### config.mk
export PLATFORM = sky130hd
export DESIGN_NAME = lowest_free_index_allocator_top
export DESIGN_NICKNAME = d
export VERILOG_FILES = /design/src/hw/rtl/lfia_pkg.sv /design/src/hw/rtl/lfia_ctrl.sv /design/src/hw/rtl/lfia_datapath.sv /design/src/hw/rtl/lowest_free_index_allocator_top.sv
export SDC_FILE = /design/constraint.sdc
export NUM_CORES = 2
export LEC_CHECK = 0
export BUFFER_PORTS_ARGS = -buffer_cell sky130_fd_sc_hd__clkbuf_2
export CAP_MARGIN = 30
export CORE_AREA = 2 2 548 441
export DETAILED_ROUTE_END_ITERATION = 10
export DIE_AREA = 0 0 550 443
export PLACE_DENSITY = 0.47
export SLEW_MARGIN = 20
export SYNTH_ARGS = -nofsm -noshare
export SYNTH_HDL_FRONTEND = slang
export SYNTH_HIERARCHICAL = 1
export SYNTH_SLANG_ARGS = --single-unit
### constraint.sdc
create_clock -name clk -period 17.2 [get_ports clk]
set_clock_uncertainty 0.15 [all_clocks]
set_input_delay 0.86 -clock clk [delete_from_list [all_inputs] [get_ports clk]]
set_output_delay 0.86 -clock clk [all_outputs]
set_load 0.02 [all_outputs]
### src/hw/rtl/lfia_pkg.sv
// ----------------------------------------------------------------------------
// lfia_pkg
// Shared types, constants and helpers for the lowest-free index allocator:
// map geometry, command codes, channel payloads, controller/datapath links.
// ----------------------------------------------------------------------------
package lfia_pkg;

    localparam int POOL_SIZE = 1024;
    localparam int WORD_W    = 64;
    localparam int ROWS      = POOL_SIZE / WORD_W;
    localparam int ROW_W     = $clog2(ROWS);
    localparam int BIT_W     = $clog2(WORD_W);
    localparam int HANDLE_W  = ROW_W + BIT_W;
    localparam int HW_W      = HANDLE_W + 1;
    localparam int CMD_W     = 2;

    localparam logic [CMD_W-1:0] CMD_ALLOC   = 2'd0;
    localparam logic [CMD_W-1:0] CMD_RELEASE = 2'd1;
    localparam logic [CMD_W-1:0] CMD_QUERY   = 2'd2;

    typedef logic [WORD_W-1:0]   word_t;
    typedef logic [BIT_W-1:0]    bitpos_t;
    typedef logic [ROW_W-1:0]    row_t;
    typedef logic [HANDLE_W-1:0] handle_t;
    typedef logic [HW_W-1:0]     hw_t;

    typedef struct packed {
        logic [CMD_W-1:0] command;
        handle_t          handle;
    } in_t;

    typedef struct packed {
        handle_t granted;
        logic    ok;
        logic    in_use;
    } out_t;

    // Controller to datapath
    typedef struct packed {
        logic capture;
        logic save_res;
        logic alloc_step;
        logic release_set;
        logic trim_step;
        logic emit;
    } ctrl_t;

    // Datapath to controller
    typedef struct packed {
        logic [CMD_W-1:0] cmd;
        logic             exhausted;
        logic             in_range;
        logic             is_top;
        logic             scan_hit;
        logic             scan_last;
        logic             trim_hit;
        hw_t              high_water;
    } stat_t;

    // Position of the lowest set bit (0 when none is set)
    function automatic bitpos_t lowest_one(input word_t w);
        bitpos_t pos;
        pos = '0;
        for (int i = WORD_W - 1; i >= 0; i--)
        begin
            if (w[i])
            begin
                pos = bitpos_t'(i);
            end
        end
        return pos;
    endfunction

    // Position of the highest set bit (0 when none is set)
    function automatic bitpos_t highest_one(input word_t w);
        bitpos_t pos;
        pos = '0;
        for (int i = 0; i < WORD_W; i++)
        begin
            if (w[i])
            begin
                pos = bitpos_t'(i);
            end
        end
        return pos;
    endfunction

endpackage

### src/hw/rtl/lfia_ctrl.sv
// ----------------------------------------------------------------------------
// lfia_ctrl
// Sequencer for the allocator: takes one beat, steps the datapath through
// decode, map scan or top trim, then loads the output register.
// ----------------------------------------------------------------------------
module lfia_ctrl
(
    input  logic            clk,
    input  logic            rst_n,
    input  logic            in_valid,
    output logic            in_ready,
    output logic            out_valid,
    input  logic            out_ready,
    input  lfia_pkg::stat_t stat,
    output lfia_pkg::ctrl_t ctrl
);

    typedef enum logic [2:0] {
        S_IDLE,
        S_DECODE,
        S_ALLOC,
        S_TRIM,
        S_FINISH
    } state_t;

    state_t state_reg;
    state_t state_next;
    logic   out_valid_reg;
    logic   out_valid_next;
    logic   out_free;

    assign in_ready  = (state_reg == S_IDLE);
    assign out_valid = out_valid_reg;
    assign out_free  = !out_valid_reg || out_ready;

    always_comb
    begin
        ctrl       = '0;
        state_next = state_reg;
        unique case (state_reg)
            S_IDLE:
            begin
                if (in_valid)
                begin
                    ctrl.capture = 1'b1;
                    state_next   = S_DECODE;
                end
            end
            S_DECODE:
            begin
                unique case (stat.cmd)
                    lfia_pkg::CMD_ALLOC:
                    begin
                        if (stat.exhausted)
                        begin
                            ctrl.save_res = 1'b1;
                            state_next    = S_FINISH;
                        end
                        else
                        begin
                            state_next = S_ALLOC;
                        end
                    end
                    lfia_pkg::CMD_RELEASE:
                    begin
                        ctrl.save_res = 1'b1;
                        if (stat.in_range && stat.is_top)
                        begin
                            state_next = S_TRIM;
                        end
                        else
                        begin
                            ctrl.release_set = stat.in_range;
                            state_next       = S_FINISH;
                        end
                    end
                    default:
                    begin
                        ctrl.save_res = 1'b1;
                        state_next    = S_FINISH;
                    end
                endcase
            end
            S_ALLOC:
            begin
                ctrl.alloc_step = 1'b1;
                if (stat.scan_hit || stat.scan_last)
                begin
                    ctrl.save_res = 1'b1;
                    state_next    = S_FINISH;
                end
            end
            S_TRIM:
            begin
                ctrl.trim_step = 1'b1;
                if (stat.trim_hit)
                begin
                    state_next = S_FINISH;
                end
            end
            S_FINISH:
            begin
                // hold the result until the output register frees up
                if (out_free)
                begin
                    ctrl.emit  = 1'b1;
                    state_next = S_IDLE;
                end
            end
            default:
            begin
                state_next = S_IDLE;
            end
        endcase
    end

    always_comb
    begin
        priority if (ctrl.emit)
        begin
            out_valid_next = 1'b1;
        end
        else if (out_ready)
        begin
            out_valid_next = 1'b0;
        end
        else
        begin
            out_valid_next = out_valid_reg;
        end
    end

    always_ff @(posedge clk or negedge rst_n)
    begin
        if (!rst_n)
        begin
            state_reg     <= S_IDLE;
            out_valid_reg <= 1'b0;
        end
        else
        begin
            state_reg     <= state_next;
            out_valid_reg <= out_valid_next;
        end
    end

endmodule

### src/hw/rtl/lfia_datapath.sv
// ----------------------------------------------------------------------------
// lfia_datapath
// Free map (rows of 64 flags), high-water mark, limit register, row pointer,
// per-row lowest-free and top-run search, result and output registers.
// ----------------------------------------------------------------------------
module lfia_datapath
(
    input  logic                      clk,
    input  logic                      rst_n,
    input  lfia_pkg::in_t             in_data,
    input  logic                      cfg_wen,
    input  lfia_pkg::hw_t             cfg_wdata,
    input  lfia_pkg::ctrl_t           ctrl,
    output lfia_pkg::stat_t           stat,
    output lfia_pkg::out_t            out_data
);

    lfia_pkg::word_t              map_reg [lfia_pkg::ROWS];
    lfia_pkg::hw_t                hw_reg;
    lfia_pkg::hw_t                hw_next;
    lfia_pkg::hw_t                limit_reg;
    lfia_pkg::row_t               ptr_reg;
    logic                         top_all_reg;
    logic [lfia_pkg::CMD_W-1:0]   cmd_reg;
    lfia_pkg::handle_t            handle_reg;
    lfia_pkg::out_t               res_reg;
    lfia_pkg::out_t               res_next;
    lfia_pkg::out_t               out_reg;

    lfia_pkg::word_t   word;
    lfia_pkg::word_t   below_mask;
    lfia_pkg::word_t   cand;
    lfia_pkg::word_t   keep_mask;
    lfia_pkg::bitpos_t low_pos;
    lfia_pkg::bitpos_t top_pos;
    lfia_pkg::bitpos_t h_pos;
    lfia_pkg::hw_t     hw_m1;
    lfia_pkg::hw_t     handle_ext;
    logic              exhausted;
    logic              in_range;
    logic              scan_hit;
    logic              scan_last;
    logic              trim_hit;

    assign word       = map_reg[ptr_reg];
    assign h_pos      = handle_reg[lfia_pkg::BIT_W-1:0];
    assign handle_ext = {1'b0, handle_reg};
    assign hw_m1      = hw_reg - lfia_pkg::hw_t'(1);

    assign exhausted = (hw_reg >= limit_reg)
                    || (hw_reg >= lfia_pkg::hw_t'(lfia_pkg::POOL_SIZE));
    assign in_range  = (handle_reg != '0) && (handle_ext < hw_reg);

    // allocate: lowest free handle in the current row
    assign scan_hit  = |word;
    assign low_pos   = lfia_pkg::lowest_one(word);
    assign scan_last = (ptr_reg == hw_m1[lfia_pkg::HANDLE_W-1:lfia_pkg::BIT_W]);

    // trim: highest allocated handle below the top in the current row;
    // handle 0 always reads as allocated, so row 0 always stops the walk
    assign below_mask = top_all_reg ? '1
                      : ((lfia_pkg::word_t'(1) << h_pos) - lfia_pkg::word_t'(1));
    assign cand       = ~word & below_mask;
    assign trim_hit   = |cand;
    assign top_pos    = lfia_pkg::highest_one(cand);
    assign keep_mask  = (lfia_pkg::word_t'(2) << top_pos) - lfia_pkg::word_t'(1);

    always_comb
    begin
        stat            = '0;
        stat.cmd        = cmd_reg;
        stat.exhausted  = exhausted;
        stat.in_range   = in_range;
        stat.is_top     = (handle_ext == hw_m1);
        stat.scan_hit   = scan_hit;
        stat.scan_last  = scan_last;
        stat.trim_hit   = trim_hit;
        stat.high_water = hw_reg;
    end

    always_comb
    begin
        res_next = '0;
        unique case (cmd_reg)
            lfia_pkg::CMD_ALLOC:
            begin
                if (!exhausted)
                begin
                    res_next.ok      = 1'b1;
                    res_next.granted = scan_hit ? {ptr_reg, low_pos}
                                                : hw_reg[lfia_pkg::HANDLE_W-1:0];
                end
            end
            lfia_pkg::CMD_RELEASE:
            begin
                res_next.ok = in_range;
            end
            lfia_pkg::CMD_QUERY:
            begin
                res_next.in_use = in_range && !word[h_pos];
            end
            default:
            begin
                res_next = '0;
            end
        endcase
    end

    always_comb
    begin
        priority if (ctrl.alloc_step && !scan_hit && scan_last)
        begin
            hw_next = hw_reg + lfia_pkg::hw_t'(1);
        end
        else if (ctrl.trim_step && trim_hit)
        begin
            hw_next = {1'b0, ptr_reg, top_pos} + lfia_pkg::hw_t'(1);
        end
        else
        begin
            hw_next = hw_reg;
        end
    end

    always_ff @(posedge clk or negedge rst_n)
    begin
        if (!rst_n)
        begin
            for (int r = 0; r < lfia_pkg::ROWS; r++)
            begin
                map_reg[r] <= '0;
            end
        end
        else
        begin
            if (ctrl.alloc_step && scan_hit)
            begin
                map_reg[ptr_reg] <= word & ~(lfia_pkg::word_t'(1) << low_pos);
            end
            else if (ctrl.release_set)
            begin
                map_reg[ptr_reg] <= word | (lfia_pkg::word_t'(1) << h_pos);
            end
            else if (ctrl.trim_step)
            begin
                // drop every free flag above the allocated handle
                map_reg[ptr_reg] <= trim_hit ? (word & keep_mask) : '0;
            end
        end
    end

    always_ff @(posedge clk or negedge rst_n)
    begin
        if (!rst_n)
        begin
            hw_reg      <= lfia_pkg::hw_t'(1);
            limit_reg   <= lfia_pkg::hw_t'(lfia_pkg::POOL_SIZE);
            ptr_reg     <= '0;
            top_all_reg <= 1'b0;
            cmd_reg     <= lfia_pkg::CMD_ALLOC;
        end
        else
        begin
            hw_reg <= hw_next;
            if (cfg_wen)
            begin
                limit_reg <= cfg_wdata;
            end
            if (ctrl.capture)
            begin
                cmd_reg     <= in_data.command;
                ptr_reg     <= (in_data.command == lfia_pkg::CMD_ALLOC) ? '0
                             : in_data.handle[lfia_pkg::HANDLE_W-1:lfia_pkg::BIT_W];
                top_all_reg <= 1'b0;
            end
            else if (ctrl.alloc_step && !scan_hit)
            begin
                ptr_reg <= ptr_reg + lfia_pkg::row_t'(1);
            end
            else if (ctrl.trim_step && !trim_hit)
            begin
                ptr_reg     <= ptr_reg - lfia_pkg::row_t'(1);
                top_all_reg <= 1'b1;
            end
        end
    end

    always_ff @(posedge clk)
    begin
        if (ctrl.capture)
        begin
            handle_reg <= in_data.handle;
        end
        if (ctrl.save_res)
        begin
            res_reg <= res_next;
        end
        if (ctrl.emit)
        begin
            out_reg <= res_reg;
        end
    end

    assign out_data = out_reg;

endmodule

### src/hw/rtl/lowest_free_index_allocator_top.sv
// ----------------------------------------------------------------------------
// lowest_free_index_allocator_top
// Hands out handles from 1 upward: lowest released handle first, else the
// high-water mark. Release trims the free run at the top; query reports use.
//
//   channel  | handshake            | payload
//   ---------+----------------------+------------------------------------
//   in       | in_valid / in_ready  | in_data  : command, handle
//   out      | out_valid / out_ready| out_data : granted, ok, in_use
//   cfg      | cfg_wen              | cfg_wdata: handle limit, exclusive
//
// One item at a time: the next beat is taken only after the result is loaded.
// Release, query and an exhausted allocate go from decode straight to the
// result; an allocate scan or a release trim visits 64-handle map rows (1 to
// 16 rows) with a one-row-per-cycle map search.
// Reset clears the map and sets the mark to 1 and the limit to 1024.
// A stalled output register holds its beat; the next beat is taken meanwhile.
// ----------------------------------------------------------------------------
module lowest_free_index_allocator_top
(
    input  logic           clk,
    input  logic           rst_n,
    input  logic           in_valid,
    output logic           in_ready,
    input  lfia_pkg::in_t  in_data,
    output logic           out_valid,
    input  logic           out_ready,
    output lfia_pkg::out_t out_data,
    input  logic           cfg_wen,
    input  lfia_pkg::hw_t  cfg_wdata
);

    lfia_pkg::ctrl_t ctrl;
    lfia_pkg::stat_t stat;

    lfia_ctrl u_ctrl
    (
        .clk       (clk),
        .rst_n     (rst_n),
        .in_valid  (in_valid),
        .in_ready  (in_ready),
        .out_valid (out_valid),
        .out_ready (out_ready),
        .stat      (stat),
        .ctrl      (ctrl)
    );

    lfia_datapath u_datapath
    (
        .clk       (clk),
        .rst_n     (rst_n),
        .in_data   (in_data),
        .cfg_wen   (cfg_wen),
        .cfg_wdata (cfg_wdata),
        .ctrl      (ctrl),
        .stat      (stat),
        .out_data  (out_data)
    );

`ifndef NO_ASSERTIONS
    a_busy_after_accept: assert property (@(posedge clk) disable iff (!rst_n)
        in_valid && in_ready |=> !in_ready)
        else $error("input taken again right after a beat");

    a_mark_bounds: assert property (@(posedge clk) disable iff (!rst_n)
        stat.high_water != '0
        && stat.high_water <= lfia_pkg::hw_t'(lfia_pkg::POOL_SIZE))
        else $error("high-water mark out of range");

    a_grant_ok: assert property (@(posedge clk) disable iff (!rst_n)
        out_valid && out_data.granted != '0 |-> out_data.ok && !out_data.in_use)
        else $error("grant without ok");

    a_query_excl: assert property (@(posedge clk) disable iff (!rst_n)
        out_valid && out_data.in_use |-> !out_data.ok)
        else $error("in_use on a non-query result");
`endif

endmodule
==> run_results.csv <==
group,metric,value,unit
status,outcome,"finished, violations left",
status,violations,"negative hold slack",
placed_design,place.gp.congestion,1.021,
logic_synthesis,synth_nets,6148,
detailed_routing,drcViolationCount,0,
floorplan,core,238900,sq um
detailed_routing,wl_per_cell,28.16,um
sta,slew_viol_final,0,
cts,insertion_delay,0.76,ns
sta,setup_viol,0,
sta,slew_headroom,0.1925,
power_and_ir_drop,p_leak,26.72,nW
layout,mostFrequentLayoutCells,"1107 x nand2_1, 1051 x dfrtp_1, 947 x o21ai_0",
logic_synthesis,yosysTopAreaCell,"dfrtp_1",
cts,htree_levels,3,
sta,min_period_over_period,0.5687,
placed_design,io_buffers,41,
floorplan,die_area,243700,sq um
placed_design,dpl.cell_count,8977,
placed_design,dp_hpwl,174.2,mm
critical_path,r2r_end,"u_datapath/map_reg[827]",
critical_path,critPathMaxFanout,87,
sta,max_freq,0.1022,GHz
logic_synthesis,synthFlopType,"dfrtp_1",
hold_path,hp-class,"input pin to asynchronous set/reset pin",
sta,tns,0,ns
logic_synthesis,ys_seq_area_frac,0.4630,
layout,fin_cells,9201,
layout,final_common_cell,"nand2_1",
critical_path,required,17.63,ns
logic_synthesis,synthMuxAreaShare,0.1234,
floorplan,die_h,443,um
detailed_routing,postRouteAntennaNets,0,
detailed_routing,drt_iter0_drc,6146,
critical_path,reg2reg_depth,22,
grt,grt_pass1_vias,48270,
sta,fin_crit,9.781,ns
sta,worst_hold_slack,-0.01017,ns
logic_synthesis,yosys-top-cells-area,"dfrtp_1 44%, mux4_2 9.2%, o21ai_0 8.0%",
logic_synthesis,synth_fa_ha_area_frac,0.006030,
logic_synthesis,synth-xor-area-share,0.004428,
layout,layout-drive-gt1-share,0.1538,
run,maxCapViolCount,0,
layout,largest_reg_flops,1024,
floorplan,initial_core_util,0.2484,
cts,clockBufferDepth,3,
sta,rsz0062_at_grt,"no",
logic_synthesis,yosysWarnings,6,
floorplan,die_w,550,um
logic_synthesis,async_reset_ff_frac,0.9688,
logic_synthesis,ys_ff_latch,1091,
logic_synthesis,synth_top_family_by_area,"compound AO/OA/AOI/OAI gates",
critical_path,crit_type,"flop to flop",
cts,clk_pin_slew_worst_paths,0.06,ns
layout,nets,5979,
logic_synthesis,synth.distinct_cells,130,
cts,cts_tree,"built",
critical_path,r2r-start,"u_datapath/ptr_reg[0]",
cts,cts_resized,0,
critical_path,worst_setup_path_start_kind,"flop",
sta,finalHoldViolations,9,
cts,cts_buffers,114,
logic_synthesis,synth_top_area_frac,0.4449,
detailed_routing,vias,51030,
logic_synthesis,synth-simple-area-share,0.1357,
power_and_ir_drop,peakVddDrop,0.1105,mV
floorplan,row_count,161,
grt,grt_max_degree,171,
grt,overflow,0,
grt,grt_pass1_wl,371.5,mm
logic_synthesis,synth_edf_count,34,
detailed_routing,post_drt_via_cell_ratio,5.546,
layout,area_delta_synth_final,13.02,%
logic_synthesis,netlist_instances,6092,
grt,antenna_found_initial,17,
power_and_ir_drop,power_density,145.9,nW/um^2
detailed_routing,wl,259.1,mm
critical_path,crit_arrival,10.21,ns
cts,holdBufCountCts,0,
cts,numClockSinks,1091,
floorplan,ios,42,
cts,postCtsSetupRepairBufs,0,
sta,worstMarginPinSlew,1.211,ns
critical_path,r2r_setup_slack,7.42,ns
cts,cts_root_buf,"clkbuf_16",
logic_synthesis,syn_area,59340,sq um
logic_synthesis,synth_compound_area_frac,0.2180,
grt,grtUsageTotal,0.2079,
detailed_routing,drt_pass1_iterations,7,
logic_synthesis,avgSynthCellArea,9.741,sq um
critical_path,worstSetupEndpointType,"flop",
## through the flow
stage / utilization / hold WS [ns] / cell area, sq um / setup WS [ns] / power, mW
2_1_floorplan: - / 0.2503 / 59340 / 10.32 / 5.235
3_3_place_gp: 0.2624 / 0.2585 / 62690 / 7.428 / 6.975
3_5_place_dp: 0.2638 / 0.2577 / 63030 / 7.522 / 7.012
4_1_cts: 0.2803 / 0.007672 / 66980 / 7.457 / 9.678
5_1_grt: 0.2807 / 0.03598 / 67070 / 6.761 / 10.06
6_report: 0.2807 / -0.01017 / 67070 / 7.419 / 9.788
## final cells by class
cell class	instances	area, sq um
Antenna cell	2	5.005
Clock buffer	163	3298
Clock inverter	51	645.6
Fill cell	25170	171800
Inverter	49	186.4
Multi-Input combinational cell	4403	29390
Sequential cell	1091	27480
Tap cell	3178	3976
Timing Repair Buffer	264	2088
## how the worst max path moves through the flow
stage                                  start                 endpoint  cells after the start
finish                 u_datapath/ptr_reg[0]  u_datapath/map_reg[827]                     22
global route           u_datapath/ptr_reg[0]  u_datapath/map_reg[891]                     23
CTS                    u_datapath/ptr_reg[0]  u_datapath/map_reg[551]                     21
detailed placement     u_datapath/ptr_reg[0]   u_datapath/map_reg[39]                     21
global placement       u_datapath/ptr_reg[0]  u_datapath/map_reg[827]                     19
floorplan           u_datapath/handle_reg[5]  u_datapath/map_reg[187]                     27
## critical path, cell delays in order, from the launching register on
cell	delay, ns
dfrtp_4	0.79
buf_4	0.51
buf_12	0.53
buf_4	0.68
mux4_2	0.60
a22o_1	0.25
a221oi_2	0.57
a22o_1	0.28
nor4_1	0.08
a221o_1	0.34
nor2b_1	0.18
o31a_4	0.49
a211oi_4	0.88
nand3_1	0.17
ha_1	0.26
inv_1	0.50
nor2_1	0.17
a22o_1	0.22
a211oi_2	0.43
nor4b_1	0.14
a211oi_2	0.64
buf_4	0.29
o21ai_0	0.10
## synth_stat cells (14+ instances only)
master,count
a31oi_1,55
mux4_2,242
a221o_1,23
nor2b_1,23
or3_1,17
a21o_1,38
o31ai_1,48
and2_1,31
nand3_1,74
nand4_1,19
clkbuf_1,311
mux2i_1,95
ha_1,27
dfrtp_1,1055
o22a_1,18
o21ai_2,22
edfxtp_1,34
and3_1,26
inv_1,45
nor2_1,321
or2_2,14
a22oi_1,54
buf_2,90
a211o_1,20
nand2_1,1123
nor4_1,20
buf_4,65
a221oi_1,40
a211oi_1,37
o21a_1,28
a21oi_2,22
buf_1,46
a21oi_1,356
o221ai_1,23
xnor2_1,19
a22o_1,43
nand2b_1,16
o21ai_0,950
mux4_1,29
o22ai_1,51
nor3_1,89
o211ai_1,31
buf_6,24
o21ai_1,102
## routing by layer
layer  wire [um]  share of wire  global-route usage
met5         139        0.00054                   0
met3       24020          0.093             0.04957
met4        8460          0.033             0.06380
met2      106600           0.41              0.2917
met1      119800           0.46              0.3110
## where the power goes
group / internal, mW / leakage [nW] / switching (mW)
Clock: 1.53 / 1.93 / 1.11
Combinational: 1.13 / 9.82 / 3.08
Sequential: 2.78 / 15.0 / 0.163
Total: 5.43 / 26.7 / 4.35
## cells by family (layout without fill, tap and decap cells)
group / Yosys count / count (layout)
mux: 378 / 378
xor+xnor: 30 / 30
simple gates: 1860 / 1860
other cells: 0 / 2
flops: 1091 / 1091
fa+ha+maj: 28 / 28
compound gates: 2107 / 2107
buf+inv: 598 / 527
Note: power is estimated with default switching activity, not from simulation.
